$ cat src/rtl/cmst_pkg.sv
// Shared constants, request codes and cell control type for the counting multiset table.
package cmst_pkg;

    localparam int DEPTH_DEFAULT       = 64;
    localparam int KEY_WIDTH_DEFAULT   = 32;
    localparam int COUNT_WIDTH_DEFAULT = 16;
    localparam int CAP_RESET           = 64;
    localparam int KIND_W              = 3;

    localparam logic [KIND_W-1:0] KIND_INSERT    = 3'd0;
    localparam logic [KIND_W-1:0] KIND_ERASE_ONE = 3'd1;
    localparam logic [KIND_W-1:0] KIND_ERASE_ALL = 3'd2;
    localparam logic [KIND_W-1:0] KIND_COUNT     = 3'd3;
    localparam logic [KIND_W-1:0] KIND_GET       = 3'd4;

    // Broadcast to every cell of the row.
    typedef struct packed {
        logic lookup;   // capture match flags
        logic by_pos;   // match on position rather than key
        logic inc;      // matching entry count + 1
        logic dec;      // matching entry count - 1
        logic drop;     // matching entry and everything after it shift down
        logic append;   // first empty cell takes the key with count one
    } t_cell_ctrl;

endpackage

$ cat src/rtl/cmst_cell.sv
// One table cell: holds a key and its count, compares, and shifts from its upper neighbour.
module cmst_cell #(
    parameter int KEY_WIDTH   = cmst_pkg::KEY_WIDTH_DEFAULT,
    parameter int COUNT_WIDTH = cmst_pkg::COUNT_WIDTH_DEFAULT,
    parameter int POS_W       = 6
) (
    input  logic                   i_clk,
    input  logic                   i_rst_n,
    input  cmst_pkg::t_cell_ctrl   i_ctrl,
    input  logic [POS_W-1:0]       i_index,
    input  logic [KEY_WIDTH-1:0]   i_key,
    input  logic [POS_W-1:0]       i_pos,
    input  logic                   i_prev_valid,
    input  logic                   i_seen,
    input  logic [KEY_WIDTH-1:0]   i_next_key,
    input  logic [COUNT_WIDTH-1:0] i_next_count,
    output logic [KEY_WIDTH-1:0]   o_key,
    output logic [COUNT_WIDTH-1:0] o_count,
    output logic                   o_valid,
    output logic                   o_seen,
    output logic                   o_hit,
    output logic [KEY_WIDTH-1:0]   o_hit_key,
    output logic [COUNT_WIDTH-1:0] o_hit_count
);

    logic [KEY_WIDTH-1:0]   r_key;
    logic [COUNT_WIDTH-1:0] r_count;
    logic                   r_hit;
    logic                   r_after;
    logic                   w_valid;
    logic                   w_match;
    logic                   w_first_empty;

    // a cell is in use exactly while its count is nonzero
    assign w_valid       = (r_count != '0);
    assign w_match       = i_ctrl.by_pos ? (w_valid && (i_index == i_pos))
                                         : (w_valid && (r_key == i_key));
    assign w_first_empty = !w_valid && i_prev_valid;

    assign o_key       = r_key;
    assign o_count     = r_count;
    assign o_valid     = w_valid;
    assign o_seen      = i_seen | w_match;
    assign o_hit       = r_hit;
    assign o_hit_key   = r_hit ? r_key : '0;
    assign o_hit_count = r_hit ? r_count : '0;

    always_ff @(posedge i_clk) begin
        if (!i_rst_n) begin
            r_count <= '0;
            r_hit   <= 1'b0;
            r_after <= 1'b0;
        end else begin
            if (i_ctrl.lookup) begin
                r_hit   <= w_match;
                r_after <= i_seen | w_match;
            end
            if (i_ctrl.drop && r_after) begin
                r_key   <= i_next_key;
                r_count <= i_next_count;
            end else if (i_ctrl.inc && r_hit) begin
                r_count <= r_count + 1'b1;
            end else if (i_ctrl.dec && r_hit) begin
                r_count <= r_count - 1'b1;
            end else if (i_ctrl.append && w_first_empty) begin
                r_key   <= i_key;
                r_count <= COUNT_WIDTH'(1);
            end
        end
    end

endmodule

$ cat config.mk
export PLATFORM = sky130hd
export DESIGN_NAME = cmst_cell
export DESIGN_NICKNAME = d
export VERILOG_FILES = /design/src/rtl/cmst_pkg.sv /design/src/rtl/cmst_cell.sv
export SDC_FILE = /design/constraint.sdc
export NUM_CORES = 1
export LEC_CHECK = 0
export BUFFER_PORTS_ARGS = -buffer_cell sky130_fd_sc_hd__buf_2
export CAP_MARGIN = 10
export CORE_MARGIN = 4
export CORE_UTILIZATION = 46
export DETAILED_ROUTE_END_ITERATION = 7
export PLACE_DENSITY = 0.87
export SLEW_MARGIN = 20
export SYNTH_ARGS = -nofsm -noshare
export SYNTH_HDL_FRONTEND = slang
export SYNTH_SLANG_ARGS = --single-unit
$ cat constraint.sdc
create_clock -name i_clk -period 3.8 [get_ports i_clk]
set_clock_uncertainty 0.15 [all_clocks]
set_input_delay 0.38 -clock i_clk [delete_from_list [all_inputs] [get_ports i_clk]]
set_output_delay 0.38 -clock i_clk [all_outputs]
set_load 0.1 [all_outputs]
Word level (Yosys, flattened, before mapping) --
Cells that the tools add are included. W data, S select, Z words.
Operators by class: $add $sub $neg 2, equal/unequal tests 4, mux-type cells 11, bitwise logic cells 1, reduce and logical (&&, ||, !) cells 12
Operators with widths (number):
- $mux W32 | 5
- $mux W16 | 5
- $eq A32 B32 Y1 | 1
- $add A16 B1 Y16 const B | 1
- $reduce_bool A16 Y1 | 1
- $sub A16 B1 Y16 const B | 1
- $logic_and A1 B1 Y1 | 7
- $eq A6 B6 Y1 | 1
- $ne A2 B2 Y1 const B | 2
- $reduce_and A4 Y1 | 1
- $reduce_bool A4 Y1 | 1
- $reduce_bool A2 Y1 | 1
- $logic_not A1 Y1 | 1
- $mux W1 | 1
- $or A1 B1 Y1 | 1
Word-level totals: bits in registers 50, input bits 102, word-level logic and storage cells 34

Longest topological paths before layout --
Gate-level depths: netlist (run 1).
depth in word-level cells 8, gate-level depth with buffers 9, depth with buffers taken out 7

Worst setup path before layout (run 1) --
Ideal clock, no wire load.
path kind register -> output, start reg r_count[0] (netlist: o_count[0]), end out o_seen, data arrival time 5165 ps, data required time 3270 ps, path slack -1895 ps, cell stages (with the launch flop) 9, buffers on the path 1, path through dfxtp_1 -> inv_1 -> ha_1 -> or3b_1 -> clkbuf_1 -> nand4b_2 -> or3_1 -> nand2_1 -> o21ai_0
Between the ends: cells in the longest elaborated chain, start to end 4, elaborated cells between the ends (all ways) 5, classes of those cells 1 x mux; 1 x bitwise; 3 x reduce/logical
RTL lines:
- from (decl) | line cmst_cell.sv:27 | logic [COUNT_WIDTH-1:0] r_count;
- from (signal assigned) | line cmst_cell.sv:60 | r_count <= i_next_count;
- from (signal assigned) | line cmst_cell.sv:62 | r_count <= r_count + 1'b1;
- from (signal assigned) | line cmst_cell.sv:64 | r_count <= r_count - 1'b1;
- $reduce_bool A16 Y1 (*) | line cmst_cell.sv:35 | assign w_valid = (r_count != '0);
- net o_valid | line cmst_cell.sv:19 | output logic o_valid,
- $logic_and A1 B1 Y1 (on tied branches) | line cmst_cell.sv:37, cmst_cell.sv:36
- $mux W1 (*) | line cmst_cell.sv:36 | assign w_match = i_ctrl.by_pos ? (w_valid && (i_index == i_pos))
- $or A1 B1 Y1 (*) | line cmst_cell.sv:43 | assign o_seen = i_seen | w_match;
- to (decl) | line cmst_cell.sv:20 | output logic o_seen,
The timed path passes the listed nets; every way through them passes the cells marked *.

Worst setup path after layout (run 1) --
start reg r_count[0] (netlist: o_count[0]), end out o_seen
Between the ends: cells in the longest elaborated chain, start to end 4, elaborated cells between the ends (all ways) 5, classes of those cells 1 x mux; 1 x bitwise; 3 x reduce/logical
RTL lines (line):
- $reduce_bool A16 Y1 (*) | cmst_cell.sv:35
- $logic_and A1 B1 Y1 (on tied branches) | cmst_cell.sv:37, cmst_cell.sv:36
- $mux W1 (*) | cmst_cell.sv:36
- $or A1 B1 Y1 (*) | cmst_cell.sv:43
Mark *: on every way between the ends. The rest lies on a longest branch, timed or not.

==> results.md, run 1 <==
Global route:
- The largest net degree at the start of global routing is 37.
- The number of antenna violations at the first check in global routing is 0.
- For this run the aggregate overflow at the end of global routing stands at 0.
- The via count of the first global-routing pass is 4,095.
- The global-route wire length before repair is 19,900 µm.
- The overall fraction of global-route tracks in use is 25.4%.

Synth:
- The commonest register cell after synthesis is sky130_fd_sc_hd__edfxtp_1.
- The adder-cell share of the synthesized area is 0.681%.
- The count of unique library cells instantiated by Yosys is 51.
- After Yosys synthesis, XOR and XNOR cells account for 10.0% of the synthesized area.
- The mux share of post-synthesis cell area is 0.885%.
- A synthesized cell averages 7.92 µm².
- The yosys synthesis warning count is 0.
- The share of synthesized registers carrying an async set or reset is 0%.
- Yosys mapped a number of flops with a built-in enable equal to 32.
- The number of nets handed over by synthesis was 568.
- For this run, the register share of the synthesized area comes to 36.0%.
- By area, the combinational part of the netlist is dominated by simple AND/OR/NAND/NOR gates.
- After synthesis the netlist holds a flip-flop and latch count of 50.
- After Yosys synthesis, and, or, nand and nor cells account for 33.5% of the synthesized area.
- The synthesized netlist occupies a cell area of 3670 µm².
- The synthesized instance count is 464.
- The share of the synthesized area in compound gates (AO/OA/AOI/OAI) is 14.3%.

Floorplan:
- In this run the standard cell core region covers 7770 µm².
- The overall die height is 97.4 µm.
- In this run the core area contains 32 standard-cell rows.
- 201 I/O pins were placed.
- The area of the die is 9480 µm².
- The die is 97.4 µm wide.
- For this configuration, the core starts out at a cell density of 47.3%.

Setup path:
- The capturing element type of the critical path is an output port.
- The startpoint type of the worst setup path is a flop.
- The critical path is of the flop to output port type.
- Walking the worst path, the cells encountered are inv_1 > ha_1 > or3b_1 > nand4b_2 > or3_2 > nand2_1 > o21ai_4 > buf_2.
- Of all nets on the critical path, the largest fanout is 8.
- The required time of the critical path is 3.27 ns.
- The arrival time of data at the critical path endpoint is 2.90 ns.
- The maximum cell stage delay along the critical path is 0.56 ns.
- Among all stages on the critical path, the largest delay is contributed by sky130_fd_sc_hd__or3_2.

Drt:
- The count of nets left with antenna violations once routing finished came out at 0.
- The first-pass iteration count of the detailed router is 5.
- For this block, the via count after detailed routing is 4,267.
- The routed design has 12,500 µm of wire.
- The met3 wire length is 1340 µm.
- The routed metal-1 wirelength is 4340 µm.
- The wire length per cell after detailed routing is 16.8 µm.
- The average via count per standard cell is 5.74.
- The routed wire length on met2 is 6450 µm.
- For this run, design rule violations remaining after detail routing come to 0.
- The topmost layer with routed signal wires is met4.
- The first-iteration detailed-routing DRC count is 197.

Clocking:
- TritonCTS built the clock tree.
- The maximum count of clock buffers along a single path is 2.
- The number of setup buffers added after CTS is 0.
- The later pin in the worst-skew pair is clocked with a latency of 0.31 ns.
- Hold repair after CTS inserted 0 buffers.
- For this design, the sink count on the clock tree is 50.
- After clock tree synthesis, the clock-pin slew on the worst setup and hold paths is 0.09 ns.
- The deepest level of the CTS H-tree is 2.
- In this run, CTS created clock tree buffers numbering 5.
- The number of gates resized after CTS is 0.
- The clock root buffer master is sky130_fd_sc_hd__clkbuf_8.

Power:
- The static leakage is 0.00223 µW.
- Dividing total power by cell area gives a power density of 371 nW/µm².
- The maximum resistive drop on vdd is 164 µV.
- Overall power consumption after layout is estimated at 1790 µW.

Layout:
- The number of nets at the end of the flow is 744.
- In the layout the commonest cells are 200 x sky130_fd_sc_hd__buf_2, 122 x sky130_fd_sc_hd__nand2_1, 51 x sky130_fd_sc_hd__and2_1, 38 x sky130_fd_sc_hd__xnor2_1, 32 x sky130_fd_sc_hd__edfxtp_1.
- The commonest non-fill, non-tap cell in the layout is sky130_fd_sc_hd__buf_2.
- The fraction of final layout cells sized beyond drive strength 1 is 34.9%.
- The count of cells in the finished layout, fillers not included, comes to 743.
- The total inserted antenna cells is 0.
- The post-route standard cell area excluding fillers is 4820 µm².
- From synthesis to final layout, the design area changed by 31.1%.

Flow run:
- The count of maximum capacitance violations is 0.

STA:
- After layout, the minimum clock period comes to 3.43 ns.
- Headroom to the max-slew limit came out at 32.4%.
- Setup violations remaining at the end of the flow were counted as 0.
- Final hold analysis gives a worst-case slack of 0.161 ns.
- Setup repair after global routing left no endpoint under its margin.
- Summed over all failing endpoints, the final setup total negative slack is 0 ns.
- The transition time at the pin with the least slew margin is 1.00 ns.
- The total count of max-transition violations in the final report is 0.
- The maximum clock frequency is 291 MHz.
- The post-route clock period utilization is 90.4%.
- The count of final hold-check violations is 0.

Hold path:
- The worst hold path class is input pin to flop.

Placement:
- Counting tap cells, the placed design contains a total of 735 instances.
- The placed instances occupy a cell area of 4710 µm².
- The count of buffers added on input and output ports is 200.
- The half-perimeter wire length of the detailed placement result is 9620 µm.
- The routability congestion estimate from global placement is 0.975.

Run status:
- The flow ran to the end, and the final reports show no timing, DRC or antenna violations.
[synth_stat cells, types with 2 or more instances]
| library cell | instances | area [µm²] |
|---|---|---|
| sky130_fd_sc_hd__o31a_1 | 2 | 17.5 |
| sky130_fd_sc_hd__nor2_1 | 12 | 45.0 |
| sky130_fd_sc_hd__o21ai_0 | 24 | 120 |
| sky130_fd_sc_hd__a21oi_1 | 7 | 35.0 |
| sky130_fd_sc_hd__a221oi_1 | 3 | 26.3 |
| sky130_fd_sc_hd__nand2_1 | 123 | 462 |
| sky130_fd_sc_hd__nor3_1 | 11 | 55.1 |
| sky130_fd_sc_hd__buf_1 | 5 | 18.8 |
| sky130_fd_sc_hd__edfxtp_1 | 32 | 961 |
| sky130_fd_sc_hd__o31ai_1 | 5 | 37.5 |
| sky130_fd_sc_hd__ha_1 | 2 | 25.0 |
| sky130_fd_sc_hd__o22ai_1 | 5 | 31.3 |
| sky130_fd_sc_hd__inv_1 | 4 | 15.0 |
| sky130_fd_sc_hd__nand3b_1 | 3 | 22.5 |
| sky130_fd_sc_hd__nor4_1 | 12 | 75.1 |
| sky130_fd_sc_hd__nand3_1 | 9 | 45.0 |
| sky130_fd_sc_hd__dfxtp_1 | 18 | 360 |
| sky130_fd_sc_hd__and2_1 | 52 | 325 |
| sky130_fd_sc_hd__a31oi_1 | 9 | 56.3 |
| sky130_fd_sc_hd__o41ai_1 | 4 | 35.0 |
| sky130_fd_sc_hd__o221ai_1 | 2 | 17.5 |
| sky130_fd_sc_hd__a211oi_1 | 4 | 30.0 |
| sky130_fd_sc_hd__o21ai_1 | 2 | 10.0 |
| sky130_fd_sc_hd__or3_1 | 4 | 25.0 |
| sky130_fd_sc_hd__and3_1 | 4 | 25.0 |
| sky130_fd_sc_hd__xor2_1 | 4 | 35.0 |
| sky130_fd_sc_hd__xnor2_1 | 38 | 333 |
| sky130_fd_sc_hd__buf_6 | 2 | 22.5 |
| sky130_fd_sc_hd__nand4_1 | 13 | 81.3 |
| sky130_fd_sc_hd__clkbuf_1 | 26 | 97.6 |
| sky130_fd_sc_hd__buf_2 | 3 | 15.0 |
[stage by stage]
| step | util, % | setup WS (ns) |
|---|---|---|
| after global placement | 60.6 | 0.683 |
| final | 62.0 | 0.367 |
| after floorplan | - | 0.167 |
| after detailed placement | 60.6 | 0.611 |
| after global routing | 62.0 | 0.245 |
| after CTS | 62.0 | 0.387 |
[layer usage]
layer / GRT usage, % / vias up
met5: 0 / -
met3: 5.81 / 31
met4: 9.27 / 0
li1: - / 1983
met2: 45.4 / 302
met1: 29.3 / 1951
[path summary, 6_finish.rpt]
path	to	depth (start not counted)	start	slack [ns]
worst max-delay path	o_seen	8	o_count[0]	0.37
worst min-delay path	o_count[3]	3	i_next_count[3]	0.16
worst max register to register	o_key[28]	8	o_count[0]	0.56
worst min register to register	o_count[14]	2	o_count[14]	0.44
[cells by family (layout without fill, tap and decap cells)]
group,Yosys count,count (layout)
adder cells (fa/ha/maj),2,2
AND/OR/NAND/NOR,250,250
XOR/XNOR,42,42
flip-flops,50,50
buffers and inverters,40,217
multiplexers,2,2
AO/OA/AOI/OAI,78,78
[critical path: cells and delay by family (launching register included)]
| kind | cells | cell delay (ns) |
|---|---|---|
| AND/OR/NAND/NOR | 4 | 1.55 |
| buffers and inverters | 2 | 0.41 |
| flip-flops | 1 | 0.37 |
| adder cells (fa/ha/maj) | 1 | 0.20 |
| AO/OA/AOI/OAI | 1 | 0.06 |
[state kept, by name (all words and copies together), names as in the netlist]
register	flops
o_key	32
o_count	16
o_hit	1
r_after	1
[final cells by class]
class	count	area, µm²
Sequential cell	50	1320
Tap cell	102	128
Clock inverter	2	37.5
Timing Repair Buffer	205	1040
Multi-Input combinational cell	374	2200
Fill cell	689	2950
Clock buffer	6	72.6
Inverter	4	15.0
[where the power goes]
group	internal, µW	switching (µW)
registers	619	51.8
clock network	197	190
logic	176	554
Power figures use the tool's default switching activity.
==> run 2: changes to the inputs <==
CORE_UTILIZATION = 47   (was 46)
CTS_BUF_LIST = sky130_fd_sc_hd__clkbuf_8   (was default)
PLACE_DENSITY = 0.89   (was 0.87)
==> run 2 against run 1 <==
  * The run now ends with DRC left
  * Global-route usage rose by 0.49 points
  * Clock power rose by 2%
  * First-iteration DRC count fell by 1.0%
  * Largest cell class unchanged
  * Highest routed layer unchanged
==> results.md, run 2 (synthesis gave the netlist of run 1 again) <==
Run status:
- The flow ran to the end, but the final reports show violations.
- The final reports fail on DRC.

Placement:
- The port buffer count came to 200 (unchanged).
- The routability congestion estimate from global placement is 0.931 (-4.5%).
- The half-perimeter wire length of the detailed placement result is 9470 µm (-1.5%).

Layout:
- The total inserted antenna cells is 0 (unchanged).
- The flip-flop count of the largest register after layout is 32 (unchanged).
- The fraction of final layout cells sized beyond drive strength 1 came to 35.0% (+0.055 points).
- The signed area change from the synthesized netlist to the final layout is 30.8%.
- The library cells used most frequently in the layout, excluding fill and tap cells, are 200 x sky130_fd_sc_hd__buf_2, 122 x sky130_fd_sc_hd__nand2_1, 51 x sky130_fd_sc_hd__and2_1, 38 x sky130_fd_sc_hd__xnor2_1, 32 x sky130_fd_sc_hd__edfxtp_1.
- The area used by sequential logic in the layout was 1320 µm² (unchanged).
- The number of filler cells placed in the layout is 651 (-5.5%).
- The total area of multi-input combinational cells is 2200 µm² (unchanged).
- The core occupancy in the finished layout is 64.9% (+2.9 points).
- The number of nets at the end of the flow was 743 (-0.13%).
- The library cell used most frequently in the layout, excluding fill and tap cells, is sky130_fd_sc_hd__buf_2.

Hold path:
- The hold path startpoint is i_next_count[3].
- The worst hold path belongs to the class input pin to flop.
- The number of stages on the worst hold path is 3 (unchanged).
- The worst min-delay path endpoint is o_count[3].

STA:
- The setup total negative slack is 0 ns (unchanged).
- The number of endpoints failing setup at the final stage came to 0 (unchanged).
- The minimum clock period is 3.42 ns (-0.0164 ns).
- The relative max-transition margin is 40.9% (+8.5 points).
- The count of final hold-check violations is 0 (unchanged).
- The post-route worst hold slack is 0.141 ns (-0.0204 ns).
- The total count of max-transition violations in the final report was 0 (unchanged).
- Setup repair after global routing left no endpoint under its margin.
- The maximum clock frequency was 293 MHz (+0.48%).
- The post-route clock period utilization is 89.9% (-0.43 points).
- The transition time at the pin with the least slew margin is 0.879 ns (-0.126 ns).

Setup path:
- The worst reg2reg path startpoint is o_count[0].
- The biggest fanout along the worst timing path came to 8 (unchanged).
- In this run the critical register-to-register path is captured at o_key[4].
- The depth of the worst register-to-register path is 8 (unchanged).
- The critical path is of the flop to output port type.
- The worst setup path is captured at an output port.
- The worst setup path is launched from a flop.
- The arrival time of data at the critical path endpoint is 2.89 ns (about the same).
- The register-to-register setup slack was 0.55 ns (about the same).
- The required time of the critical path is 3.27 ns (about the same).
- The startpoint of the worst setup timing path is o_count[0].

Clocking:
- The maximum count of clock buffers along a single path is 2 (unchanged).
- The cell sitting at the root of the clock tree is a sky130_fd_sc_hd__clkbuf_8.
- The number of gates resized after CTS came to 0 (unchanged).
- TritonCTS built the clock tree.
- The clock insertion delay at the later pin of the skew report is 0.31 ns (about the same).
- The clock sink count was 50 (unchanged).
- The number of hold-repair buffers added at the cts stage was 0 (unchanged).
- The post-CTS setup repair buffer count came to 0 (unchanged).
- The deepest level of the CTS H-tree was 2 (unchanged).
- The number of buffers added by the clock tree synthesis step was 5 (unchanged).
- The post-CTS clock slew at the launch and capture registers of the worst setup and hold paths is 0.11 ns (+0.02 ns).

Drt:
- The wire length per cell after detailed routing is 16.9 µm (+0.45%).
- The average via count per standard cell is 5.57 (-3.0%).
- The met3 wire length came to 1300 µm (-3.4%).
- The first-iteration detailed-routing DRC count is 195 (-1.0%).
- The routed metal-1 wirelength is 4410 µm (+1.6%).
- The topmost layer with routed signal wires is met4.
- The via count is 4,117 (-3.5%).
- The routed wire length on met2 came to 6570 µm (+1.9%).
- The DRC violation count after routing is 1 (+1).
- The wire length after detailed routing came to 12,500 µm (about the same).
- The number of routed nets with antenna violations was 0 (unchanged).
- The first-pass iteration count of the detailed router is 6 (+1).

Power:
- The share of power burned in registers is 37.5% (about the same).
- The combinational cell fraction of total power is 40.5% (-0.3 points).
- The switching fraction of total power is 44.7% (+0.15 points).
- The clock network power share is 22.0% (+0.3 points).
- The static leakage came to 0.00222 µW (-0.29%).
- The maximum resistive drop on vdd is 211 µV (+29%).
- The switching power summed over all nets was 800 µW (+0.44%).
- The power per standard cell area was 372 nW/µm² (+0.27%).
- The internal power was 990 µW (-0.15%).

Global route:
- The overall fraction of global-route tracks in use is 25.9% (+0.49 points).
- The total grt overflow is 0 (unchanged).
- The via count of the first global-routing pass is 3,825 (-6.6%).
- The global-route wire length before repair is 18,700 µm (-5.8%).
- The largest net degree at the start of global routing is 48 (+30%).
- The number of antenna violations at the first check in global routing is 0 (unchanged).

Floorplan:
- The core outline area was 7410 µm² (-4.6%).
- The overall die height is 96.4 µm (-0.98%).
- The top-level port count came to 201 (unchanged).
- The starting density of the core is 49.6% (+2.3 points).
- The area of the die is 9300 µm² (-2.0%).
- The horizontal die dimension was 96.4 µm (-0.98%).
- The placement row count was 31 (-3.1%).

Flow run:
- The count of maximum capacitance violations is 0 (unchanged).
## run 2: worst max-delay path, cell delays in order, from the launching register on
cell and delay [ns]:
sky130_fd_sc_hd__dfxtp_2 0.37, sky130_fd_sc_hd__inv_1 0.12, sky130_fd_sc_hd__ha_1 0.20, sky130_fd_sc_hd__or3b_1 0.47, sky130_fd_sc_hd__nand4b_2 0.35, sky130_fd_sc_hd__or3_2 0.55, sky130_fd_sc_hd__nand2_1 0.16, sky130_fd_sc_hd__o21ai_4 0.06
sky130_fd_sc_hd__buf_2 0.30
## run 2: worst max path at each step
stage / cells after the start / endpoint
after floorplan: 8 / o_key[0]
after global placement: 8 / o_key[28]
after detailed placement: 8 / o_key[27]
after CTS: 8 / o_seen
after global routing: 8 / o_seen
final: 8 / o_seen
## run 2: cell type report
| type | count | area share [%] |
|---|---|---|
| sequential | 50 | 27.5 |
| clock buffer | 5 | 1.43 |
| multi-input combinational | 374 | 45.8 |
| clock inverter | 3 | 0.937 |
| tap | 99 | 2.58 |
| inverter | 4 | 0.312 |
| timing repair buffer | 204 | 21.4 |
## run 2: power by group through the flow
stage | logic (µW) | registers, µW | clock network, µW
2_1_floorplan | 366 | 875 | 0
3_3_place_gp | 712 | 679 | 0
3_5_place_dp | 721 | 682 | 0
4_1_cts | 723 | 670 | 397
5_1_grt | 762 | 678 | 414
6_report | 725 | 671 | 394
## run 2: layer usage
layer | vias to the layer above | GRT usage [%]
met1 | 1864 | 30.3
met5 | - | 0
met3 | 19 | 4.26
met4 | 0 | 7.48
met2 | 257 | 48.2
li1 | 1977 | -
## run 2: per-stage QoR
stage,setup slack (ns),area [µm²],cells,power [µW]
after CTS,0.398,4810,739,1790
after floorplan,0.167,3690,464,1240
after detailed placement,0.610,4690,731,1400
final,0.383,4810,739,1790
after global routing,0.236,4810,739,1850
after global placement,0.683,4690,731,1390
